$ cat src/hdl/dcws_pkg.sv
// shared types, constants and helpers of the dial count to wheel scaler
package dcws_pkg;

  localparam int NUM_SENSORS = 4;
  localparam int NUM_LAYERS  = 16;
  localparam int SLOTS       = NUM_SENSORS * NUM_LAYERS;
  localparam int SLOT_AW     = (SLOTS > 1) ? $clog2(SLOTS) : 1;

  localparam int COUNT_W = 32;
  localparam int SCALE_W = 16;
  localparam int REM_W   = SCALE_W + 1;
  localparam int TOTAL_W = COUNT_W + SCALE_W + 1;
  localparam int MAG_W   = TOTAL_W - 1;
  localparam int DIV_CW  = $clog2(MAG_W + 1);
  localparam int CODE_W  = 16;

  localparam int CFG_IDX_W  = 4;
  localparam int CFG_DATA_W = 16;

  localparam logic [CFG_IDX_W-1:0] CFG_SCROLL_ENABLE = CFG_IDX_W'(0);
  localparam logic [CFG_IDX_W-1:0] CFG_EVENT_CODE    = CFG_IDX_W'(1);

  localparam logic KIND_ACCEPT  = 1'b0;
  localparam logic KIND_PROCESS = 1'b1;

  localparam logic [1:0] ST_ACCEPTED    = 2'd0;
  localparam logic [1:0] ST_TRANSPARENT = 2'd1;
  localparam logic [1:0] ST_OPAQUE      = 2'd2;
  localparam logic [1:0] ST_INVALID     = 2'd3;

  typedef struct packed {
    logic                      kind;
    logic [1:0]                sensor_index;
    logic [3:0]                layer_index;
    logic signed [COUNT_W-1:0] counts;
    logic                      trigger;
    logic [SCALE_W-1:0]        scale_numerator;
    logic [SCALE_W-1:0]        scale_denominator;
  } in_item_t;

  typedef struct packed {
    logic [1:0]                status;
    logic                      report_valid;
    logic signed [COUNT_W-1:0] wheel_step;
    logic [CODE_W-1:0]         report_code;
  } out_item_t;

  typedef struct packed {
    logic                    done;
    logic                    quo_neg;
    logic [MAG_W-1:0]        quo_mag;
    logic signed [REM_W-1:0] rem;
  } div_res_t;

  function automatic logic [SLOT_AW-1:0] slot_addr(input logic [1:0] sensor,
                                                   input logic [3:0] layer);
    int a;
    a = int'(sensor) * NUM_LAYERS + int'(layer);
    return a[SLOT_AW-1:0];
  endfunction

  function automatic logic slot_in_range(input logic [1:0] sensor,
                                         input logic [3:0] layer);
    return (int'(sensor) < NUM_SENSORS) && (int'(layer) < NUM_LAYERS);
  endfunction

endpackage

$ cat src/hdl/dial_count_to_wheel_scaler_top.sv
// top level of the dial count to wheel scaler
//
//  channel | signals                                  | transaction when
//  --------+------------------------------------------+----------------------------
//  input   | in_valid, in_stall, in_item              | in_valid & !in_stall
//  output  | out_valid, out_stall, out_item           | out_valid & !out_stall
//  config  | cfg_valid, cfg_ready, cfg_index, cfg_data| cfg_valid & cfg_ready
//
//  one item at a time; only a scaled process item also passes through
//  the 48-step serial divider
//  rst is synchronous; both slot stores read as zero after reset through
//  per-slot valid bits, so no clearing pass is needed
//  a finished result waits in the output register under out_stall while the
//  next item may already be taken
module dial_count_to_wheel_scaler_top import dcws_pkg::*; (
  input  logic                  clk,
  input  logic                  rst,
  input  logic                  in_valid,
  output logic                  in_stall,
  input  in_item_t              in_item,
  output logic                  out_valid,
  input  logic                  out_stall,
  output out_item_t             out_item,
  input  logic                  cfg_valid,
  output logic                  cfg_ready,
  input  logic [CFG_IDX_W-1:0]  cfg_index,
  input  logic [CFG_DATA_W-1:0] cfg_data
);

  localparam logic [2:0] S_IDLE   = 3'd0;
  localparam logic [2:0] S_READ   = 3'd1;
  localparam logic [2:0] S_MUL    = 3'd2;
  localparam logic [2:0] S_ADD    = 3'd3;
  localparam logic [2:0] S_DSTART = 3'd4;
  localparam logic [2:0] S_DIV    = 3'd5;
  localparam logic [2:0] S_OUT    = 3'd6;

  logic [2:0]                state;
  logic                      scroll_enable;
  logic [CODE_W-1:0]         event_code;
  in_item_t                  item;
  logic [SLOT_AW-1:0]        addr;
  logic                      in_range;
  logic [SLOTS-1:0]          pend_vld;
  logic [SLOTS-1:0]          rem_vld;
  logic signed [COUNT_W-1:0] cnt_r;
  logic signed [REM_W-1:0]   rem_r;
  logic signed [TOTAL_W-1:0] prod;
  logic signed [TOTAL_W-1:0] total;
  out_item_t                 res;

  logic                      accept;
  logic [SLOT_AW-1:0]        in_addr;
  logic                      pend_we;
  logic [COUNT_W-1:0]        pend_wdata;
  logic [COUNT_W-1:0]        pend_rdata;
  logic                      rem_we;
  logic [REM_W-1:0]          rem_rdata;
  logic signed [COUNT_W-1:0] cnt;
  logic signed [REM_W-1:0]   rem;
  logic                      div_start;
  div_res_t                  div_res;
  logic signed [COUNT_W-1:0] step;
  logic                      step_nz;
  logic                      out_free;
  logic [1:0]                status_next;

  assign accept    = in_valid && !in_stall;
  assign in_stall  = (state != S_IDLE);
  assign cfg_ready = 1'b1;
  assign in_addr   = slot_addr(in_item.sensor_index, in_item.layer_index);
  assign out_free  = !out_valid || !out_stall;
  assign div_start = (state == S_DSTART);

  assign cnt = (in_range && pend_vld[addr]) ? $signed(pend_rdata) : '0;
  assign rem = rem_vld[addr] ? $signed(rem_rdata) : '0;

  assign pend_we    = (state == S_READ) && in_range;
  assign pend_wdata = (item.kind == KIND_ACCEPT) ? item.counts : '0;
  assign rem_we     = (state == S_DIV) && div_res.done;

  dcws_ram #(.WIDTH(COUNT_W), .DEPTH(SLOTS)) u_pend_ram (
    .clk   (clk),
    .we    (pend_we),
    .waddr (addr),
    .wdata (pend_wdata),
    .re    (accept),
    .raddr (in_addr),
    .rdata (pend_rdata)
  );

  dcws_ram #(.WIDTH(REM_W), .DEPTH(SLOTS)) u_rem_ram (
    .clk   (clk),
    .we    (rem_we),
    .waddr (addr),
    .wdata (div_res.rem),
    .re    (accept),
    .raddr (in_addr),
    .rdata (rem_rdata)
  );

  dcws_div u_div (
    .clk      (clk),
    .rst      (rst),
    .start    (div_start),
    .dividend (total),
    .divisor  (item.scale_denominator),
    .res      (div_res)
  );

  always_comb begin
    if (item.kind == KIND_ACCEPT) begin
      status_next = ST_ACCEPTED;
    end else if (!item.trigger || cnt == '0) begin
      status_next = ST_TRANSPARENT;
    end else if (!scroll_enable) begin
      status_next = ST_OPAQUE;
    end else if (item.scale_numerator == '0 || item.scale_denominator == '0) begin
      status_next = ST_INVALID;
    end else begin
      status_next = ST_OPAQUE;
    end
  end

  // saturate the quotient to the 32-bit signed range
  always_comb begin
    step_nz = |div_res.quo_mag;
    if (!div_res.quo_neg) begin
      if (|div_res.quo_mag[MAG_W-1:COUNT_W-1]) begin
        step = {1'b0, {(COUNT_W-1){1'b1}}};
      end else begin
        step = $signed(div_res.quo_mag[COUNT_W-1:0]);
      end
    end else begin
      if ((|div_res.quo_mag[MAG_W-1:COUNT_W]) ||
          (div_res.quo_mag[COUNT_W-1] && (|div_res.quo_mag[COUNT_W-2:0]))) begin
        step = {1'b1, {(COUNT_W-1){1'b0}}};
      end else begin
        step = -$signed(div_res.quo_mag[COUNT_W-1:0]);
      end
    end
  end

  always_ff @(posedge clk) begin
    if (rst) begin
      scroll_enable <= 1'b1;
      event_code    <= '0;
    end else if (cfg_valid && cfg_ready) begin
      case (cfg_index)
        CFG_SCROLL_ENABLE: scroll_enable <= cfg_data[0];
        CFG_EVENT_CODE:    event_code    <= cfg_data[CODE_W-1:0];
        default: ;
      endcase
    end
  end

  always_ff @(posedge clk) begin
    if (rst) begin
      state     <= S_IDLE;
      pend_vld  <= '0;
      rem_vld   <= '0;
      out_valid <= 1'b0;
    end else begin
      if (state == S_OUT && out_free) begin
        out_valid <= 1'b1;
      end else if (!out_stall) begin
        out_valid <= 1'b0;
      end
      if (pend_we) begin
        pend_vld[addr] <= 1'b1;
      end
      if (rem_we) begin
        rem_vld[addr] <= 1'b1;
      end
      case (state)
        S_IDLE: begin
          if (accept) begin
            state <= S_READ;
          end
        end
        S_READ: begin
          if (item.kind == KIND_ACCEPT) begin
            state <= S_OUT;
          end else if (!item.trigger || cnt == '0) begin
            state <= S_OUT;
          end else if (!scroll_enable) begin
            state <= S_OUT;
          end else if (item.scale_numerator == '0 || item.scale_denominator == '0) begin
            state <= S_OUT;
          end else begin
            state <= S_MUL;
          end
        end
        S_MUL:    state <= S_ADD;
        S_ADD:    state <= S_DSTART;
        S_DSTART: state <= S_DIV;
        S_DIV: begin
          if (div_res.done) begin
            state <= S_OUT;
          end
        end
        S_OUT: begin
          if (out_free) begin
            state <= S_IDLE;
          end
        end
        default: state <= S_IDLE;
      endcase
    end
  end

  always_ff @(posedge clk) begin
    if (accept) begin
      item     <= in_item;
      addr     <= in_addr;
      in_range <= slot_in_range(in_item.sensor_index, in_item.layer_index);
    end
    if (state == S_READ) begin
      cnt_r <= cnt;
      rem_r <= rem;
      res   <= {status_next, {($bits(out_item_t) - 2){1'b0}}};
    end
    if (state == S_MUL) begin
      prod <= TOTAL_W'(cnt_r) * TOTAL_W'($signed({1'b0, item.scale_numerator}));
    end
    if (state == S_ADD) begin
      total <= prod + TOTAL_W'(rem_r);
    end
    if (rem_we) begin
      res.report_valid <= step_nz;
      res.wheel_step   <= step_nz ? step : '0;
      res.report_code  <= step_nz ? event_code : '0;
    end
    if (state == S_OUT && out_free) begin
      out_item <= res;
    end
  end

endmodule

$ cat src/hdl/dcws_ram.sv
// generic single-port-write ram with registered read
module dcws_ram #(
  parameter int WIDTH = 32,
  parameter int DEPTH = 64
) (
  input  logic                                    clk,
  input  logic                                    we,
  input  logic [((DEPTH > 1) ? $clog2(DEPTH) : 1)-1:0] waddr,
  input  logic [WIDTH-1:0]                        wdata,
  input  logic                                    re,
  input  logic [((DEPTH > 1) ? $clog2(DEPTH) : 1)-1:0] raddr,
  output logic [WIDTH-1:0]                        rdata
);

  logic [WIDTH-1:0] mem [DEPTH];

  always_ff @(posedge clk) begin
    if (we) begin
      mem[waddr] <= wdata;
    end
    if (re) begin
      rdata <= mem[raddr];
    end
  end

endmodule

$ cat src/hdl/dcws_div.sv
// bit-serial signed-by-unsigned divider, truncating toward zero
module dcws_div import dcws_pkg::*; (
  input  logic                      clk,
  input  logic                      rst,
  input  logic                      start,
  input  logic signed [TOTAL_W-1:0] dividend,
  input  logic [SCALE_W-1:0]        divisor,
  output div_res_t                  res
);

  logic                busy;
  logic                done;
  logic                neg;
  logic [MAG_W-1:0]    mag;
  logic [SCALE_W-1:0]  racc;
  logic [SCALE_W-1:0]  dvs;
  logic [DIV_CW-1:0]   cnt;
  logic [SCALE_W:0]    trial;
  logic [SCALE_W:0]    diff;
  logic                qbit;
  logic [TOTAL_W-1:0]  neg_total;

  assign trial     = {racc, mag[MAG_W-1]};
  assign diff      = trial - {1'b0, dvs};
  assign qbit      = trial >= {1'b0, dvs};
  assign neg_total = ~dividend + TOTAL_W'(1);

  always_ff @(posedge clk) begin
    if (rst) begin
      busy <= 1'b0;
      done <= 1'b0;
    end else begin
      done <= 1'b0;
      if (start) begin
        busy <= 1'b1;
      end else if (busy && cnt == DIV_CW'(1)) begin
        busy <= 1'b0;
        done <= 1'b1;
      end
    end
  end

  always_ff @(posedge clk) begin
    if (start) begin
      neg  <= dividend[TOTAL_W-1];
      mag  <= dividend[TOTAL_W-1] ? neg_total[MAG_W-1:0] : dividend[MAG_W-1:0];
      racc <= '0;
      dvs  <= divisor;
      cnt  <= DIV_CW'(MAG_W);
    end else if (busy) begin
      mag  <= {mag[MAG_W-2:0], qbit};
      racc <= qbit ? diff[SCALE_W-1:0] : trial[SCALE_W-1:0];
      cnt  <= cnt - DIV_CW'(1);
    end
  end

  always_comb begin
    res.done    = done;
    res.quo_neg = neg;
    res.quo_mag = mag;
    res.rem     = neg ? -$signed({1'b0, racc}) : $signed({1'b0, racc});
  end

endmodule

$ cat config.mk
export PLATFORM = sky130hd
export DESIGN_NAME = dial_count_to_wheel_scaler_top
export DESIGN_NICKNAME = d
export VERILOG_FILES = /design/src/hdl/dcws_pkg.sv /design/src/hdl/dial_count_to_wheel_scaler_top.sv /design/src/hdl/dcws_ram.sv /design/src/hdl/dcws_div.sv
export SDC_FILE = /design/constraint.sdc
export NUM_CORES = 2
export LEC_CHECK = 0
export BUFFER_PORTS_ARGS = -buffer_cell sky130_fd_sc_hd__buf_2
export CAP_MARGIN = 20
export CORE_MARGIN = 2
export CORE_UTILIZATION = 45
export DETAILED_ROUTE_END_ITERATION = 7
export PLACE_DENSITY_LB_ADDON = 0.1
export SYNTH_ARGS = -nofsm -noshare
export SYNTH_HDL_FRONTEND = slang
export SYNTH_SLANG_ARGS = --single-unit
$ cat constraint.sdc
create_clock -name clk -period 19.1 [get_ports clk]
set_clock_uncertainty 0.2 [all_clocks]
set_input_delay 0 -clock clk [delete_from_list [all_inputs] [get_ports clk]]
set_output_delay 0 -clock clk [all_outputs]
set_load 0.005 [all_outputs]
; Word-level counts from Yosys, hierarchy flattened
; Memories as Yosys holds them, arrays and structs flattened. A register that Yosys moved wholly into a read port is not among the register bits.
; Cells that the tools add are included.
[totals]
reg_bits = 559
ram_bits = 3136
in_bits = 97
output_inout_bits = 54
word_cells = 133
n_memories = 2
[mem_list]
columns = name, depth, width, read_ports, rd_ports_with_merged_regs, write_ports, line
row1 = u_pend_ram.mem, 64, 32, 1, 1, 1, dcws_ram.sv:15  ; logic [WIDTH-1:0] mem [DEPTH];
row2 = u_rem_ram.mem, 64, 17, 1, 1, 1, dcws_ram.sv:15
[classes]
add_sub_neg = 7
mul = 1
magnitude_cmp = 3
eq_ne = 12
n_mux = 40
n_bitwise = 4
reduce_logical = 32
[op_table]
columns = op, count
row1 = $mux W32, 6
row2 = $mux W48, 3
row3 = $or A64 B64 Y64, 2
row4 = $mux W49, 2
row5 = $add A49 B17 Y49, 1
row6 = $mul A32 B17 Y49, 1
row7 = $add A48 B2 Y48 const B, 1
row8 = $not A48 Y48, 1
row9 = $reduce_or A48 Y1, 1
row10 = $logic_not A16 Y1, 2
row11 = $logic_not A32 Y1, 1
row12 = $mux W16, 2
row13 = $neg A32 Y32, 1
row14 = $reduce_or A31 Y1, 1
row15 = $mux W3, 7
row16 = $pmux W3 S7, 1
row17 = $ge A17 B16 Y1, 1
row18 = $mux W17, 1
row19 = $neg A16 Y17, 1
row20 = $reduce_or A17 Y1, 1
row21 = $reduce_or A16 Y1, 1
row22 = $sub A16 B16 Y16, 1
row23 = $mux W1, 14
row24 = $bmux W1 S6, 2
row25 = 24 further kinds, 44

; Depth between registers and ports, before layout
[logic_depth]
depth_word = 8
ltp_mapped = 26
depth_no_buf = 24

; Cells and area by module
; From an unflattened synthesis, not the netlist that was laid out.
[hier_totals]
hier_cells = 9636
hier_area_um2 = 164969.5
[modules_own_cells]
columns = mod, n_inst, cells_per_inst, area_per_inst_um2, seq_area_each_um2
row1 = dcws_ram at u_pend_ram, 1, 3324, 78835.6, 62459.9
row2 = dcws_ram at u_rem_ram, 1, 1953, 42514.5, 33181.8
row3 = dial_count_to_wheel_scaler_top, 1, 3761, 37948.9, 12622.1
row4 = dcws_div, 1, 598, 5670.4, 2432.3

; Least setup slack after synthesis
; Ideal clock, no wire load.
[synth_path]
kind = reg-to-reg
start = register state[0]
end = memory u_pend_ram.mem[57][0], enable pin
setup_time_ns = 0.423
t_arrival_ns = 7.379
required_ns = 18.477
setup_slack_ns = 11.099
path_stages_with_launch = 5
n_path_buf = 1
period_less_slack_ns = 8.001
cell_sequence = dfxtp_1 clkbuf_1 nor3b_1 nand2_1 nor2_1
[synth_via]
elab_chain_len = 3
[synth_lines]
columns = element, line
row1 = start: declaration, dial_count_to_wheel_scaler_top.sv:38  ; logic [2:0] state;
row2 = start signal: assignment, dial_count_to_wheel_scaler_top.sv:159  ; state <= S_IDLE;
row3 = start signal: assignment, dial_count_to_wheel_scaler_top.sv:178  ; state <= S_READ;
row4 = start signal: assignment, dial_count_to_wheel_scaler_top.sv:183  ; state <= S_OUT;
row5 = $eq A3 B1 Y1, dial_count_to_wheel_scaler_top.sv:78  ; assign pend_we = (state == S_READ) && in_range;
row6 = $mux W1, dcws_ram.sv:18  ; if (we) begin
row7 = $mux W1 (implied by the code), dcws_ram.sv:19  ; mem[waddr] <= wdata;
row8 = end: declaration, dcws_ram.sv:15
; Every way passes these cells.

; Worst setup path in the final report
[layout_path]
start = register cnt_r[12]
end = register prod[42] (data pin)
[layout_via]
elab_chain_len = 1
[layout_lines]
columns = element, line
row1 = start: declaration, dial_count_to_wheel_scaler_top.sv:46  ; logic signed [COUNT_W-1:0] cnt_r;
row2 = start signal: assignment, dial_count_to_wheel_scaler_top.sv:219  ; cnt_r <= cnt;
row3 = $mul A32 B17 Y49, dial_count_to_wheel_scaler_top.sv:224  ; prod <= TOTAL_W'(cnt_r) * TOTAL_W'($signed({1'b0, item.scale_numerator}));
row4 = end signal: assignment, dial_count_to_wheel_scaler_top.sv:224
row5 = end: declaration, dial_count_to_wheel_scaler_top.sv:48  ; logic signed [TOTAL_W-1:0] prod;
; Every way passes these cells.
; A chain may end at the register's enable or synchronous reset.

==> impl_metrics.json <==
{
  "cts_root_buffer": "clkbuf_16",
  "worstReg2RegStart": "cnt_r[12]",
  "die-height_um": 606,
  "leakage_nw": 63.2,
  "final_max_slew_viol_count": 0,
  "r2r_setup_slack_ns": 11.59,
  "clock_sink_count": 3744,
  "die_area_mm2": 0.368,
  "critPathLaunch": "cnt_r[12]",
  "hold_end": "addr[2]",
  "dp_slack_ns": 11.67,
  "dp_hpwl_mm": 254,
  "cts_hold_buf": 213,
  "rsz0062_at_grt": "no",
  "gr-total-overflow": 0,
  "r2r_cells": 22,
  "path_class": "flip-flop to flip-flop",
  "dp_cells": 13700,
  "vias_per_cell": 5.82,
  "antenna_found_initial": 22,
  "hold_path_class": "input pin to flip-flop",
  "fin_crit_sh": 0.393,
  "ctsLongestPathBuffers": 4,
  "setup-violations-final": 0,
  "ant_nets": 0,
  "fmax_mhz": 133,
  "multi_input_area_mm2": 0.0499,
  "fill_cells": 29000,
  "final.setup.tns_ns": 0,
  "worst_slack_ns": 11.59,
  "synth_flop_cell": "edfxtp_1",
  "synth_edf_count": 3571,
  "wl_per_cell_um": 30.0,
  "cts_setup_buffers": 0,
  "worstPathRequired_ns": 19.57,
  "fin_crit_ns": 7.51,
  "grt_pass1_wl_mm": 629,
  "die_w_um": 606,
  "path_max_fanout": 16,
  "first_pass_iters": 6,
  "boundaryPins": 151,
  "vias": 85100,
  "rows": 221,
  "hold_slack_ns": 0.0512,
  "synth.avg_cell_area_um2": 18.3,
  "power.density_mw_per_mm2": 173,
  "tightestPinTransition_ns": 1.10,
  "cts_buffers": 396,
  "worstSetupStartpointType": "flip-flop",
  "final_area_mm2": 0.186,
  "holdPathStages": 2,
  "critPathArrivalTime_ns": 7.98,
  "maxCapViolCount": 0,
  "status": "complete, no violations",
  "nNetsFinal": 10300,
  "slew_headroom": 0.266,
  "register_area_mm2": 0.111,
  "initial_utilization": 0.452,
  "stdcell_count": 14600,
  "placed_area_mm2": 0.172,
  "synth.distinct_cells": 77,
  "drc_errors": 0,
  "cts-resized-gates": 0,
  "cts_tree": "done",
  "worstHoldStart": "in_item[67]",
  "clk_pin_slew_worst_paths_ns": 0.06,
  "synth_seq_area_share": 0.678,
  "synth_seq_cells": 3744,
  "synthCells": 8948,
  "cts_max_level": 5,
  "syn_area_mm2": 0.163,
  "final_common_cell": "edfxtp_1",
  "vdd_drop_max_uv": 549,
  "synth_warnings": 0,
  "grt_pass1_vias": 88200,
  "synth.net_count": 9722,
  "wl_mm": 439,
  "async_flop_share": 0,
  "drt_iter0_markers": 9036,
  "final_cell_mix": "3571 x edfxtp_1, 1015 x mux4_2, 620 x inv_1, 491 x fa_1, 482 x nand2_1",
  "rr_endpoint": "prod[42]",
  "track_usage": 0.239,
  "critical_path.endpoint_type": "flip-flop",
  "port_buffers": 149,
  "drive_gt1_frac": 0.223,
  "grt_max_degree": 103,
  "design.core.area_mm2": 0.362,
  "clk-insertion-delay-late_ns": 0.97,
  "syn_to_final_growth_pct": 14.2,
  "hold_viol_final": 0,
  "routabilityCongestion": 0.848
}
cell families after synthesis:
family | count (synthesis) | synth area share
buf+inv | 1056 | 0.0244
fa+ha+maj | 677 | 0.0744
simple gates | 1590 | 0.0458
xor+xnor | 167 | 0.00896
mux | 1071 | 0.144
other cells | 1 | 0.0000230
compound gates | 642 | 0.0251
flops | 3744 | 0.678
final cells by class:
class / count / share of cell area
Sequential cell: 3744 / 0.594
Multi-Input combinational cell: 4148 / 0.268
Clock buffer: 504 / 0.0565
Tap cell: 4794 / 0.0322
Timing Repair Buffer: 600 / 0.0266
Inverter: 621 / 0.0125
Clock inverter: 208 / 0.0107
Antenna cell: 11 / 0.000148
cell usage after synthesis, types with 9 or more instances:
cell type | count | area, um2
edfxtp_1 | 3571 | 107000
mux4_2 | 1015 | 22900
inv_1 | 621 | 2330
nor2_1 | 509 | 1910
fa_1 | 491 | 9830
nand2_1 | 482 | 1810
clkbuf_1 | 340 | 1280
and2_1 | 255 | 1600
ha_1 | 186 | 2330
a21oi_1 | 173 | 866
dfxtp_1 | 173 | 3460
o21ai_0 | 162 | 811
nor2b_1 | 106 | 663
xnor2_1 | 89 | 780
buf_1 | 86 | 323
xor2_1 | 78 | 683
a21o_1 | 51 | 383
mux2i_1 | 42 | 420
a22oi_1 | 41 | 308
nand3_1 | 39 | 195
nor3_1 | 38 | 190
o31ai_1 | 27 | 203
nor4_1 | 26 | 163
or3_1 | 26 | 163
nand2b_1 | 25 | 156
a31oi_1 | 23 | 144
nand4_1 | 20 | 125
o21ai_1 | 16 | 80.1
o22ai_1 | 15 | 93.8
and3_1 | 14 | 87.6
mux2_2 | 14 | 158
a221oi_1 | 10 | 87.6
o21bai_1 | 10 | 75.1
o41ai_1 | 10 | 87.6
or2_2 | 10 | 62.6
a211oi_1 | 9 | 67.6
registers in the layout (all words and copies together), names as in the netlist, 3 cells and up:
| name | cells |
|---|---|
| u_div.dvs | 16 |
| out_item | 51 |
| u_pend_ram.mem | 2048 |
| rem_vld | 64 |
| res | 51 |
| addr | 6 |
| pend_vld | 64 |
| rem_r | 17 |
| u_div.racc | 16 |
| cnt_r | 32 |
| total | 49 |
| u_div.cnt | 6 |
| u_rem_ram.rdata | 17 |
| state | 3 |
| u_pend_ram.rdata | 32 |
| u_div.mag | 48 |
| u_rem_ram.mem | 1088 |
| item | 66 |
| prod | 49 |
| event_code | 16 |
layer usage:
| layer | vias to the layer above | part of all wire | GRT usage |
|---|---|---|---|
| li1 | 35600 | - | - |
| met4 | 0 | 0.023 | 0.0555 |
| met5 | - | 0 | 0 |
| met1 | 46200 | 0.43 | 0.344 |
| met2 | 2815 | 0.48 | 0.389 |
| met3 | 567 | 0.061 | 0.0319 |
power by group:
group	internal [mW]	switching [mW]	total, mW
logic	5.43	8.74	14.2
clock network	4.28	3.21	7.49
registers	10.4	0.184	10.6
critical path, stage by stage, from the launching register on:
cell,delay [ns]
edfxtp_1,0.69
and2_1,0.32
fa_1,0.54
inv_1,0.05
fa_1,0.50
fa_1,0.53
inv_1,0.06
fa_1,0.51
fa_1,0.52
inv_1,0.05
fa_1,0.48
inv_1,0.05
ha_1,0.38
o21ai_0,0.14
a21oi_1,0.20
nand2b_1,0.09
a211oi_1,0.39
o21ai_0,0.24
o2bb2ai_1,0.29
o21ai_0,0.41
a31o_2,0.26
a41oi_1,0.14
xnor2_1,0.15
stage by stage:
stage | util | power [mW]
floorplan | - | 20.4
global placement | 0.474 | 25.1
detailed placement | 0.474 | 25.1
CTS | 0.515 | 32.7
global route | 0.515 | 34.3
finish | 0.515 | 32.3
worst max-delay path by stage:
stage	endpoint	cells after the start
floorplan	u_pend_ram.mem[57][0]	4
global placement	prod[39]	22
detailed placement	prod[39]	21
CTS	prod[39]	21
global route	prod[39]	21
finish	prod[42]	22
Note: power is estimated with default switching activity, not from simulation.
